[src/sv/mrpm_pkg.sv]
// ----------------------------------------------------------------------------
// mrpm_pkg
// Shared types, codes and the CRC16 byte step for the Modbus RTU poll master.
// ----------------------------------------------------------------------------
`default_nettype none

package mrpm_pkg;

    localparam int unsigned C_ADDR_W = 5;

    localparam logic [15:0] C_CRC_INIT      = 16'hFFFF;
    localparam logic [15:0] C_CRC_POLY      = 16'hA001;
    localparam logic [7:0]  C_FUNC_READ_REG = 8'h03;
    localparam int unsigned C_MIN_RESP      = 9;

    localparam logic [7:0]  C_ADDR0_RST     = 8'h01;
    localparam logic [7:0]  C_ADDR1_RST     = 8'h02;
    localparam logic [7:0]  C_ADDR2_RST     = 8'h50;
    localparam logic [15:0] C_START_RST     = 16'h0000;
    localparam logic [15:0] C_COUNT_RST     = 16'h0002;

    typedef enum logic [1:0] {
        OP_START = 2'd0,
        OP_RX    = 2'd1,
        OP_END   = 2'd2
    } t_op;

    typedef enum logic [1:0] {
        ST_OK        = 2'd0,
        ST_SHORT     = 2'd1,
        ST_ADDR_MISS = 2'd2,
        ST_CRC_MISS  = 2'd3
    } t_status;

    typedef enum logic [2:0] {
        REG_POLL_ADDR_0 = 3'd0,
        REG_POLL_ADDR_1 = 3'd1,
        REG_POLL_ADDR_2 = 3'd2,
        REG_START_REG   = 3'd3,
        REG_REG_COUNT   = 3'd4
    } t_reg_idx;

    typedef enum logic [2:0] {
        BYTE_ADDR     = 3'd0,
        BYTE_FUNC     = 3'd1,
        BYTE_START_HI = 3'd2,
        BYTE_START_LO = 3'd3,
        BYTE_COUNT_HI = 3'd4,
        BYTE_COUNT_LO = 3'd5,
        BYTE_CRC_LO   = 3'd6,
        BYTE_CRC_HI   = 3'd7
    } t_req_byte;

    localparam logic C_KIND_TX      = 1'b0;
    localparam logic C_KIND_OUTCOME = 1'b1;

    typedef logic [2:0][7:0] t_addr_arr;

    typedef struct packed {
        logic        is_start;
        logic [7:0]  addr;
        t_status     status;
        logic [1:0]  slave_idx;
        logic [15:0] reg_first;
        logic [15:0] reg_second;
    } t_cmd;

    function automatic logic [15:0] crc_byte(input logic [15:0] crc, input logic [7:0] b);
        logic [15:0] c;
        c = crc ^ {8'h00, b};
        for (int k = 0; k < 8; k++) begin
            if (c[0]) begin
                c = (c >> 1) ^ C_CRC_POLY;
            end else begin
                c = c >> 1;
            end
        end
        return c;
    endfunction

endpackage

`default_nettype wire

[src/sv/mrpm_front.sv]
// ----------------------------------------------------------------------------
// mrpm_front
// Accepts items, keeps the receive state and running CRC, and queues
// request and outcome commands for the back end.
// ----------------------------------------------------------------------------
`default_nettype none

module mrpm_front #(
    parameter int unsigned RX_BUFFER_BYTES = 64,
    parameter int unsigned SLAVE_COUNT     = 3
) (
    input  wire                 i_clk,
    input  wire                 i_rst_n,
    input  wire                 i_push,
    input  wire [1:0]           i_op,
    input  wire [7:0]           i_rx_byte,
    input  mrpm_pkg::t_addr_arr i_poll_addr,
    input  wire                 i_cmd_full,
    output logic                o_cmd_push,
    output mrpm_pkg::t_cmd      o_cmd
);

    localparam int unsigned CW = $clog2(RX_BUFFER_BYTES + 1);

    logic [CW-1:0] r_rx_count, n_rx_count;
    logic [15:0]   r_crc, n_crc;
    logic [1:0]    r_cur_slave, n_cur_slave;
    logic [7:0]    r_first_byte;
    logic [7:0]    r_payload [4];
    logic [7:0]    r_recent [2];

    logic          accept;
    logic          rx_store;
    logic [1:0]    pay_idx;
    logic [7:0]    cur_addr;

    assign accept   = i_push & ~i_cmd_full;
    assign rx_store = accept && (i_op == mrpm_pkg::OP_RX) &&
                      (r_rx_count < CW'(RX_BUFFER_BYTES));
    assign pay_idx  = 2'(r_rx_count - CW'(3));

    always_comb begin
        case (r_cur_slave)
            2'd1:    cur_addr = i_poll_addr[1];
            2'd2:    cur_addr = i_poll_addr[2];
            default: cur_addr = i_poll_addr[0];
        endcase
    end

    always_comb begin
        n_rx_count  = r_rx_count;
        n_crc       = r_crc;
        n_cur_slave = r_cur_slave;
        o_cmd_push  = 1'b0;
        o_cmd       = '0;
        o_cmd.addr  = cur_addr;
        o_cmd.slave_idx = r_cur_slave;
        if (accept) begin
            unique case (i_op)
                mrpm_pkg::OP_START: begin
                    n_rx_count     = '0;
                    n_crc          = mrpm_pkg::C_CRC_INIT;
                    o_cmd_push     = 1'b1;
                    o_cmd.is_start = 1'b1;
                end
                mrpm_pkg::OP_RX: begin
                    if (rx_store) begin
                        if (r_rx_count >= CW'(2)) begin
                            n_crc = mrpm_pkg::crc_byte(r_crc, r_recent[0]);
                        end
                        n_rx_count = r_rx_count + CW'(1);
                    end
                end
                mrpm_pkg::OP_END: begin
                    o_cmd_push = 1'b1;
                    if (r_rx_count < CW'(mrpm_pkg::C_MIN_RESP)) begin
                        o_cmd.status = mrpm_pkg::ST_SHORT;
                    end else if (r_first_byte != cur_addr) begin
                        o_cmd.status = mrpm_pkg::ST_ADDR_MISS;
                    end else if ({r_recent[1], r_recent[0]} != r_crc) begin
                        o_cmd.status = mrpm_pkg::ST_CRC_MISS;
                    end else begin
                        o_cmd.status     = mrpm_pkg::ST_OK;
                        o_cmd.reg_first  = {r_payload[0], r_payload[1]};
                        o_cmd.reg_second = {r_payload[2], r_payload[3]};
                    end
                    if (r_cur_slave == 2'(SLAVE_COUNT - 1)) begin
                        n_cur_slave = '0;
                    end else begin
                        n_cur_slave = r_cur_slave + 2'd1;
                    end
                end
                default: begin
                end
            endcase
        end
    end

    always_ff @(posedge i_clk) begin
        if (!i_rst_n) begin
            r_rx_count  <= '0;
            r_crc       <= mrpm_pkg::C_CRC_INIT;
            r_cur_slave <= '0;
        end else begin
            r_rx_count  <= n_rx_count;
            r_crc       <= n_crc;
            r_cur_slave <= n_cur_slave;
        end
    end

    always_ff @(posedge i_clk) begin
        if (rx_store) begin
            r_recent[0] <= r_recent[1];
            r_recent[1] <= i_rx_byte;
            if (r_rx_count == '0) begin
                r_first_byte <= i_rx_byte;
            end
            if ((r_rx_count >= CW'(3)) && (r_rx_count <= CW'(6))) begin
                r_payload[pay_idx] <= i_rx_byte;
            end
        end
    end

endmodule

`default_nettype wire

[src/sv/mrpm_cmd_fifo.sv]
// ----------------------------------------------------------------------------
// mrpm_cmd_fifo
// Short command queue between the front and back ends.
// ----------------------------------------------------------------------------
`default_nettype none

module mrpm_cmd_fifo (
    input  wire            i_clk,
    input  wire            i_rst_n,
    input  wire            i_push,
    input  mrpm_pkg::t_cmd i_cmd,
    output logic           o_full,
    input  wire            i_pop,
    output logic           o_valid,
    output mrpm_pkg::t_cmd o_cmd
);

    mrpm_pkg::t_cmd r_mem [4];
    logic [1:0]     r_wr_ptr, n_wr_ptr;
    logic [1:0]     r_rd_ptr, n_rd_ptr;
    logic [2:0]     r_count, n_count;
    logic           do_push, do_pop;

    assign o_full  = (r_count == 3'd4);
    assign o_valid = (r_count != 3'd0);
    assign o_cmd   = r_mem[r_rd_ptr];
    assign do_push = i_push & ~o_full;
    assign do_pop  = i_pop & o_valid;

    always_comb begin
        n_wr_ptr = do_push ? r_wr_ptr + 2'd1 : r_wr_ptr;
        n_rd_ptr = do_pop ? r_rd_ptr + 2'd1 : r_rd_ptr;
        n_count  = r_count + {2'b00, do_push} - {2'b00, do_pop};
    end

    always_ff @(posedge i_clk) begin
        if (!i_rst_n) begin
            r_wr_ptr <= '0;
            r_rd_ptr <= '0;
            r_count  <= '0;
        end else begin
            r_wr_ptr <= n_wr_ptr;
            r_rd_ptr <= n_rd_ptr;
            r_count  <= n_count;
        end
    end

    always_ff @(posedge i_clk) begin
        if (do_push) begin
            r_mem[r_wr_ptr] <= i_cmd;
        end
    end

endmodule

`default_nettype wire

[src/sv/mrpm_back.sv]
// ----------------------------------------------------------------------------
// mrpm_back
// Expands queued commands into request bytes or an outcome, computing the
// request CRC a byte per cycle unless stalled, into a result output register.
// ----------------------------------------------------------------------------
`default_nettype none

module mrpm_back (
    input  wire            i_clk,
    input  wire            i_rst_n,
    input  wire            i_cmd_valid,
    input  mrpm_pkg::t_cmd i_cmd,
    output logic           o_cmd_pop,
    input  wire [15:0]     i_start_reg,
    input  wire [15:0]     i_reg_count,
    output logic           o_empty,
    input  wire            i_pop,
    output logic           o_kind,
    output logic [7:0]     o_tx_byte,
    output logic           o_last,
    output logic [1:0]     o_status,
    output logic [1:0]     o_slave_index,
    output logic [15:0]    o_reg_first,
    output logic [15:0]    o_reg_second
);

    logic        r_out_valid, n_out_valid;
    logic        r_kind;
    logic [7:0]  r_tx_byte;
    logic        r_last;
    logic [1:0]  r_status;
    logic [1:0]  r_slave_index;
    logic [15:0] r_reg_first;
    logic [15:0] r_reg_second;

    mrpm_pkg::t_req_byte r_idx, n_idx;
    logic [15:0] r_crc, n_crc;

    logic        slot_free;
    logic        emit;
    logic [15:0] crc_cur;
    logic [7:0]  req_byte;

    assign slot_free = ~r_out_valid | i_pop;
    assign emit      = i_cmd_valid & slot_free;
    assign crc_cur   = (r_idx == mrpm_pkg::BYTE_ADDR) ? mrpm_pkg::C_CRC_INIT : r_crc;

    always_comb begin
        unique case (r_idx)
            mrpm_pkg::BYTE_ADDR:     req_byte = i_cmd.addr;
            mrpm_pkg::BYTE_FUNC:     req_byte = mrpm_pkg::C_FUNC_READ_REG;
            mrpm_pkg::BYTE_START_HI: req_byte = i_start_reg[15:8];
            mrpm_pkg::BYTE_START_LO: req_byte = i_start_reg[7:0];
            mrpm_pkg::BYTE_COUNT_HI: req_byte = i_reg_count[15:8];
            mrpm_pkg::BYTE_COUNT_LO: req_byte = i_reg_count[7:0];
            mrpm_pkg::BYTE_CRC_LO:   req_byte = r_crc[7:0];
            mrpm_pkg::BYTE_CRC_HI:   req_byte = r_crc[15:8];
            default:                 req_byte = '0;
        endcase
    end

    always_comb begin
        n_idx       = r_idx;
        n_crc       = r_crc;
        n_out_valid = r_out_valid & ~i_pop;
        o_cmd_pop   = 1'b0;
        if (emit) begin
            n_out_valid = 1'b1;
            if (i_cmd.is_start) begin
                n_idx = mrpm_pkg::t_req_byte'(r_idx + 3'd1);
                if (r_idx < mrpm_pkg::BYTE_CRC_LO) begin
                    n_crc = mrpm_pkg::crc_byte(crc_cur, req_byte);
                end
                if (r_idx == mrpm_pkg::BYTE_CRC_HI) begin
                    o_cmd_pop = 1'b1;
                end
            end else begin
                o_cmd_pop = 1'b1;
            end
        end
    end

    always_ff @(posedge i_clk) begin
        if (!i_rst_n) begin
            r_out_valid <= 1'b0;
            r_idx       <= mrpm_pkg::BYTE_ADDR;
        end else begin
            r_out_valid <= n_out_valid;
            r_idx       <= n_idx;
        end
    end

    always_ff @(posedge i_clk) begin
        r_crc <= n_crc;
        if (emit) begin
            if (i_cmd.is_start) begin
                r_kind        <= mrpm_pkg::C_KIND_TX;
                r_tx_byte     <= req_byte;
                r_last        <= (r_idx == mrpm_pkg::BYTE_CRC_HI);
                r_status      <= '0;
                r_slave_index <= '0;
                r_reg_first   <= '0;
                r_reg_second  <= '0;
            end else begin
                r_kind        <= mrpm_pkg::C_KIND_OUTCOME;
                r_tx_byte     <= '0;
                r_last        <= 1'b0;
                r_status      <= i_cmd.status;
                r_slave_index <= i_cmd.slave_idx;
                r_reg_first   <= i_cmd.reg_first;
                r_reg_second  <= i_cmd.reg_second;
            end
        end
    end

    assign o_empty       = ~r_out_valid;
    assign o_kind        = r_kind;
    assign o_tx_byte     = r_tx_byte;
    assign o_last        = r_last;
    assign o_status      = r_status;
    assign o_slave_index = r_slave_index;
    assign o_reg_first   = r_reg_first;
    assign o_reg_second  = r_reg_second;

endmodule

`default_nettype wire

[src/sv/modbus_rtu_poll_master_unit.sv]
// ----------------------------------------------------------------------------
// modbus_rtu_poll_master_unit
// Modbus RTU master polling up to three slaves with read-holding-registers.
//
// Input queue (push/full): op start emits the 8-byte request for the current
// slave, op rx stores one received byte, op end reports one outcome and
// advances to the next slave. Result queue (empty/pop): request bytes
// (kind 0, last on the eighth) or one outcome (kind 1) per end item.
// An item is taken every cycle while full is low. A start yields one request
// byte per cycle while the result side does not stall, as the back end runs
// the request CRC a byte per cycle; an end yields one outcome, a received
// byte yields nothing. Results pass the command queue, then the output
// register. The 4-entry command queue and the output register absorb
// result-side stalls; full rises when the queue is full. Reset restores the
// register defaults, slave index 0 and clears both queues. Registers sit on
// the APB port at byte address 4*i, with pready tied high.
// ----------------------------------------------------------------------------
`default_nettype none

module modbus_rtu_poll_master_unit #(
    parameter int unsigned RX_BUFFER_BYTES = 64,
    parameter int unsigned SLAVE_COUNT     = 3
) (
    input  wire                          i_clk,
    input  wire                          i_rst_n,
    input  wire                          push,
    output logic                         full,
    input  wire [1:0]                    i_op,
    input  wire [7:0]                    i_rx_byte,
    output logic                         empty,
    input  wire                          pop,
    output logic                         o_kind,
    output logic [7:0]                   o_tx_byte,
    output logic                         o_last,
    output logic [1:0]                   o_status,
    output logic [1:0]                   o_slave_index,
    output logic [15:0]                  o_reg_first,
    output logic [15:0]                  o_reg_second,
    input  wire                          psel,
    input  wire                          penable,
    input  wire                          pwrite,
    input  wire [mrpm_pkg::C_ADDR_W-1:0] paddr,
    input  wire [31:0]                   pwdata,
    output logic [31:0]                  prdata,
    output logic                         pready
);

    logic [7:0]  r_addr0, r_addr1, r_addr2;
    logic [15:0] r_start_reg, r_reg_count;
    logic        cfg_wr;
    mrpm_pkg::t_reg_idx reg_idx;

    mrpm_pkg::t_addr_arr poll_addr;
    mrpm_pkg::t_cmd      front_cmd, head_cmd;
    logic                cmd_push, cmd_full, cmd_valid, cmd_pop;

    assign pready  = 1'b1;
    assign cfg_wr  = psel & penable & pwrite & pready;
    assign reg_idx = mrpm_pkg::t_reg_idx'(paddr[4:2]);

    always_ff @(posedge i_clk) begin
        if (!i_rst_n) begin
            r_addr0     <= mrpm_pkg::C_ADDR0_RST;
            r_addr1     <= mrpm_pkg::C_ADDR1_RST;
            r_addr2     <= mrpm_pkg::C_ADDR2_RST;
            r_start_reg <= mrpm_pkg::C_START_RST;
            r_reg_count <= mrpm_pkg::C_COUNT_RST;
        end else if (cfg_wr) begin
            unique case (reg_idx)
                mrpm_pkg::REG_POLL_ADDR_0: r_addr0     <= pwdata[7:0];
                mrpm_pkg::REG_POLL_ADDR_1: r_addr1     <= pwdata[7:0];
                mrpm_pkg::REG_POLL_ADDR_2: r_addr2     <= pwdata[7:0];
                mrpm_pkg::REG_START_REG:   r_start_reg <= pwdata[15:0];
                mrpm_pkg::REG_REG_COUNT:   r_reg_count <= pwdata[15:0];
                default: begin
                end
            endcase
        end
    end

    always_comb begin
        unique case (reg_idx)
            mrpm_pkg::REG_POLL_ADDR_0: prdata = {24'h0, r_addr0};
            mrpm_pkg::REG_POLL_ADDR_1: prdata = {24'h0, r_addr1};
            mrpm_pkg::REG_POLL_ADDR_2: prdata = {24'h0, r_addr2};
            mrpm_pkg::REG_START_REG:   prdata = {16'h0, r_start_reg};
            mrpm_pkg::REG_REG_COUNT:   prdata = {16'h0, r_reg_count};
            default:                   prdata = '0;
        endcase
    end

    assign poll_addr = {r_addr2, r_addr1, r_addr0};
    assign full      = cmd_full;

    mrpm_front #(
        .RX_BUFFER_BYTES (RX_BUFFER_BYTES),
        .SLAVE_COUNT     (SLAVE_COUNT)
    ) u_front (
        .i_clk        (i_clk),
        .i_rst_n      (i_rst_n),
        .i_push       (push),
        .i_op         (i_op),
        .i_rx_byte    (i_rx_byte),
        .i_poll_addr  (poll_addr),
        .i_cmd_full   (cmd_full),
        .o_cmd_push   (cmd_push),
        .o_cmd        (front_cmd)
    );

    mrpm_cmd_fifo u_cmd_fifo (
        .i_clk   (i_clk),
        .i_rst_n (i_rst_n),
        .i_push  (cmd_push),
        .i_cmd   (front_cmd),
        .o_full  (cmd_full),
        .i_pop   (cmd_pop),
        .o_valid (cmd_valid),
        .o_cmd   (head_cmd)
    );

    mrpm_back u_back (
        .i_clk         (i_clk),
        .i_rst_n       (i_rst_n),
        .i_cmd_valid   (cmd_valid),
        .i_cmd         (head_cmd),
        .o_cmd_pop     (cmd_pop),
        .i_start_reg   (r_start_reg),
        .i_reg_count   (r_reg_count),
        .o_empty       (empty),
        .i_pop         (pop),
        .o_kind        (o_kind),
        .o_tx_byte     (o_tx_byte),
        .o_last        (o_last),
        .o_status      (o_status),
        .o_slave_index (o_slave_index),
        .o_reg_first   (o_reg_first),
        .o_reg_second  (o_reg_second)
    );

endmodule

`default_nettype wire

[config.mk]
export PLATFORM = sky130hd
export DESIGN_NAME = modbus_rtu_poll_master_unit
export DESIGN_NICKNAME = d
export VERILOG_FILES = /design/src/sv/mrpm_pkg.sv /design/src/sv/mrpm_front.sv /design/src/sv/mrpm_cmd_fifo.sv /design/src/sv/mrpm_back.sv /design/src/sv/modbus_rtu_poll_master_unit.sv
export SDC_FILE = /design/constraint.sdc
export NUM_CORES = 1
export LEC_CHECK = 0
export ABC_AREA = 1
export BUFFER_PORTS_ARGS = -buffer_cell sky130_fd_sc_hd__buf_2
export CAP_MARGIN = 10
export CORE_MARGIN = 10
export CORE_UTILIZATION = 35
export DETAILED_ROUTE_END_ITERATION = 7
export HOLD_SLACK_MARGIN = 0.08
export PLACE_DENSITY_LB_ADDON = 0.1
export SYNTH_ARGS = -nofsm -noshare
export SYNTH_HDL_FRONTEND = slang
export SYNTH_SLANG_ARGS = --single-unit
[constraint.sdc]
create_clock -name i_clk -period 4.24 [get_ports i_clk]
set_input_delay 0 -clock i_clk [delete_from_list [all_inputs] [get_ports i_clk]]
set_output_delay 0 -clock i_clk [all_outputs]
set_load 0.01 [all_outputs]
==> key figures <==
Run status
  – Status: complete, no violations

Timing
  – Hold Vio Cnt, Final: 0
  – Final Cycle Share: 74.9%
  – # setup viols final: 0
  – Tmin final: 3.17 ns
  – Fmax: about 310 MHz
  – Unrepaired setup endpoints after global routing: no
  – Slew Viols, Final: 0
  – Max-slew headroom: approximately two fifths
  – Worst clock skew: about 0.026 ns
  – Slew @ Worst Pin: approximately 0.87 ns
  – Fin Setup TNS: 0 ns

Logic synthesis
  – Synth unique cells: between 40 and 50
  – Register area share after synthesis: 64.4%
  – Synth warnings: 0
  – Post-synthesis register bit count: between 300 and 400
  – Post-Synth Simple-Gate Area: ~17%
  – Combinational family with the most area after synthesis: simple AND/OR/NAND/NOR gates
  – Synth Area in Adders: under 10%
  – Syn avg cell area: 10.3 um2
  – Syn Inst Count: between 1500 and 2000
  – Mux contribution to synthesized area: 0%
  – Synth Area in XOR/XNOR: 1.77%
  – Area fraction in compound gates after synthesis: a little under a tenth
  – Synthesized area: roughly 17000 um2

Setup path
  – Crit path kind: flop to flop
  – Crit start category: flop
  – Worst Path Arrival: ~3.5 ns
  – Max stage delay on crit path: approximately 0.58 ns
  – Critical-path cell list: inv_1 -> ha_1 -> o21ai_0 -> xnor2_1 -> nor4_2 -> nand3_2 -> buf_4 -> nor2_1
  – CP top delay family: simple AND/OR/NAND/NOR gates
  – Worst Path Max Fanout: 33
  – CP max-delay cell: o21ai_0
  – CP endpoint kind: flop
  – CP Buf/Inv Count: 2
  – Worst EP required: ~4.6 ns

Power
  – Combinational fraction of design power: 30.1%
  – Internal power: about 8400 uW
  – Psw: roughly 4400 uW
  – Maximum vdd ir drop: between 300 and 400 uV
  – Clock share of power: between 30% and 40%
  – Switching Fraction: about 34%
  – Cell area power density: approximately 650 nW/um2
  – Lkg Pwr: between 0.007 and 0.008 uW
  – Sequential fraction of design power: about two fifths

Routing
  – Via density: approximately 4.8
  – DRT Wirelength: 44000 um
  – First drt pass iteration count: 5
  – DRC violations left: 0
  – Drt initial violations: between 700 and 800
  – Routed via count: 11572
  – Drt wl/cell: 18.3 um
  – Detail Route Antenna Nets: 0

GRT
  – Initial antenna violation count: 1
  – Largest net degree at the start of global routing: 70
  – Vias in the first global route: 11506
  – Grt ovf: 0
  – Global-route wire length before repair: around 68000 um
  – GRT Total Usage: ~15%

Job
  – Max Cap Viol: 0

Clocking
  – # Post-CTS Setup Buffers: 0
  – CTS buffer count: 44
  – Max H-tree Level: 2
  – CTS max path bufs: 3
  – Clock sinks: 392
  – Clock latency on the worst-skew pair: 0.57 ns
  – Root buf cell: clkbuf_16
  – Clock tree from TritonCTS: yes
  – Hold buffers post-CTS: slightly above 40
  – Worst-path clk slew: about 0.06 ns
  – Gates resized, CTS repair: 0

Floorplanning
  – Floorplan core area: 47600 um2
  – Chip Height: between 200 and 250 um
  – Die area: 57200 um2
  – Chip width: 239 um
  – Starting density of the core: a little over a third
  – I/O Pins: 135
  – Rows: 80

Cells and area
  – Top flop regs: u_cmd_fifo.r_mem: 180 flops, u_front.r_payload: 32 flops
  – # diodes: 0
  – Share of layout cells above drive strength 1: 13.6%
  – Area Growth Syn to Fin: 17.6%
  – Final Util: around two fifths
  – Cell Count, Final, Fillers Out: 2411
  – Layout fillers: between 4000 and 5000
  – Max FFs per register: 180
  – Largest Register: u_cmd_fifo.r_mem
  – Final #Nets: 1847

Placed design
  – DP HPWL: ~27000 um
  – Placed cell count: 2294
  – GP Congestion: 0.814
  – PortBufs: between 90 and 100

Hold path
  – Worst Hold Class: primary input to flop
## worst paths after layout
| path | startpoint | endpoint | slack (ns) | cells past startpoint |
|---|---|---|---|---|
| worst max-delay path | u_front.r_cur_slave[0] | u_cmd_fifo.r_mem[2][4] | 1.07 | 8 |
| worst min-delay path | paddr[2] | r_addr2[1] | 0.11 | 5 |
| worst max register to register | u_front.r_cur_slave[0] | u_cmd_fifo.r_mem[2][4] | 1.07 | 8 |
| worst min register to register | u_cmd_fifo.r_rd_ptr[1] | u_cmd_fifo.r_rd_ptr[1] | 0.48 | 2 |
## cell families (layout without fill, tap and decap cells)
family | count (synthesis) | in the layout
AO/OA/AOI/OAI | 275 | 275
adder cells (fa/ha/maj) | 27 | 27
AND/OR/NAND/NOR | 683 | 683
flip-flops | 392 | 392
buffers and inverters | 215 | 368
XOR/XNOR | 34 | 34
other | 2 | 17
## through the flow
step | hold slack (ns) | area [um2] | setup WS [ns] | total power [uW]
final | 0.114 | 19800 | 1.07 | 12800
after global routing | 0.150 | 19800 | 0.743 | 13700
after CTS | 0.0803 | 19800 | 0.988 | 13100
after detailed placement | 0.248 | 17900 | 1.04 | 9090
after global placement | 0.245 | 17900 | 1.07 | 9070
after floorplan | 0.0989 | 16900 | 0.165 | 7940
## cell usage after synthesis, drive strengths merged
library cell	instances	area [um2]
a2111o	1	11.3
a211oi	2	15.0
a21oi	41	205
a221o	1	10.0
a221oi	2	17.5
a22o	8	70.1
a22oi	5	37.5
a32o	1	10.0
a41oi	1	8.76
and3	1	6.26
buf	38	295
clkbuf	45	169
clkinv	2	7.51
conb	2	7.51
dfxtp	94	1880
edfxtp	298	8950
fa	1	20.0
ha	26	325
inv	130	493
nand2	312	1240
nand3	77	390
nand4	2	12.5
nor2	266	1030
nor3	11	75.1
nor3b	2	15.0
nor4	4	37.5
o2111ai	3	26.3
o211ai	1	7.51
o21ai	169	846
o22ai	39	244
o32ai	1	8.76
or2	8	50.1
xnor2	25	219
xor2	9	78.8
## power groups by stage
| stage | sequential (uW) | combinational, uW | clock [uW] |
|---|---|---|---|
| after floorplan | 5240 | 2700 | 0 |
| after global placement | 5170 | 3900 | 0 |
| after detailed placement | 5160 | 3920 | 0 |
| after CTS | 5090 | 3970 | 4010 |
| after global routing | 5130 | 4440 | 4160 |
| final | 5080 | 3870 | 3890 |
## cell usage in the layout (no fill, tap or decap), types with 17 or more instances in the layout
master / synthesis / routed
ha_1: 26 / 26
nand3_1: 76 / 76
o21ai_0: 162 / 162
inv_1: 123 / 123
clkbuf_16: 0 / 46
buf_2: 11 / 99
a21oi_1: 41 / 41
nand2_2: 22 / 22
edfxtp_1: 298 / 298
conb_1: 2 / 17
o22ai_1: 39 / 39
buf_4: 18 / 17
dfxtp_1: 94 / 93
dlygate4sd3_1: 0 / 41
nand2_1: 288 / 288
nor2_1: 258 / 253
xnor2_1: 25 / 25
## worst register-to-register path, cell delays in order (launching register included)
cell and delay (ns):
dfxtp_1 0.50, inv_1 0.14, ha_1 0.51, o21ai_0 0.59, xnor2_1 0.16, nor4_2 0.37, nand3_2 0.11, buf_4 0.28
nor2_1 0.33
## routing by layer
layer / GRT usage, % / part of all wire (%) / up-vias
met1: 20.6 / 47 / 5547
met3: 2.54 / 3.8 / 63
li1: - / - / 5760
met5: 0 / 0.041 / -
met2: 24.8 / 46 / 200
met4: 5.36 / 2.6 / 2
## area by class of cell
type / instances / area (um2) / share of cell area (%)
Clock buffer: 51 / 1170 / 5.92
Tap cell: 615 / 769 / 3.89
Inverter: 132 / 500 / 2.53
Sequential cell: 392 / 10800 / 54.8
Multi-Input combinational cell: 1036 / 5120 / 25.9
Clock inverter: 25 / 288 / 1.46
Timing Repair Buffer: 160 / 1090 / 5.53
Note: power is estimated with default switching activity, not from simulation.
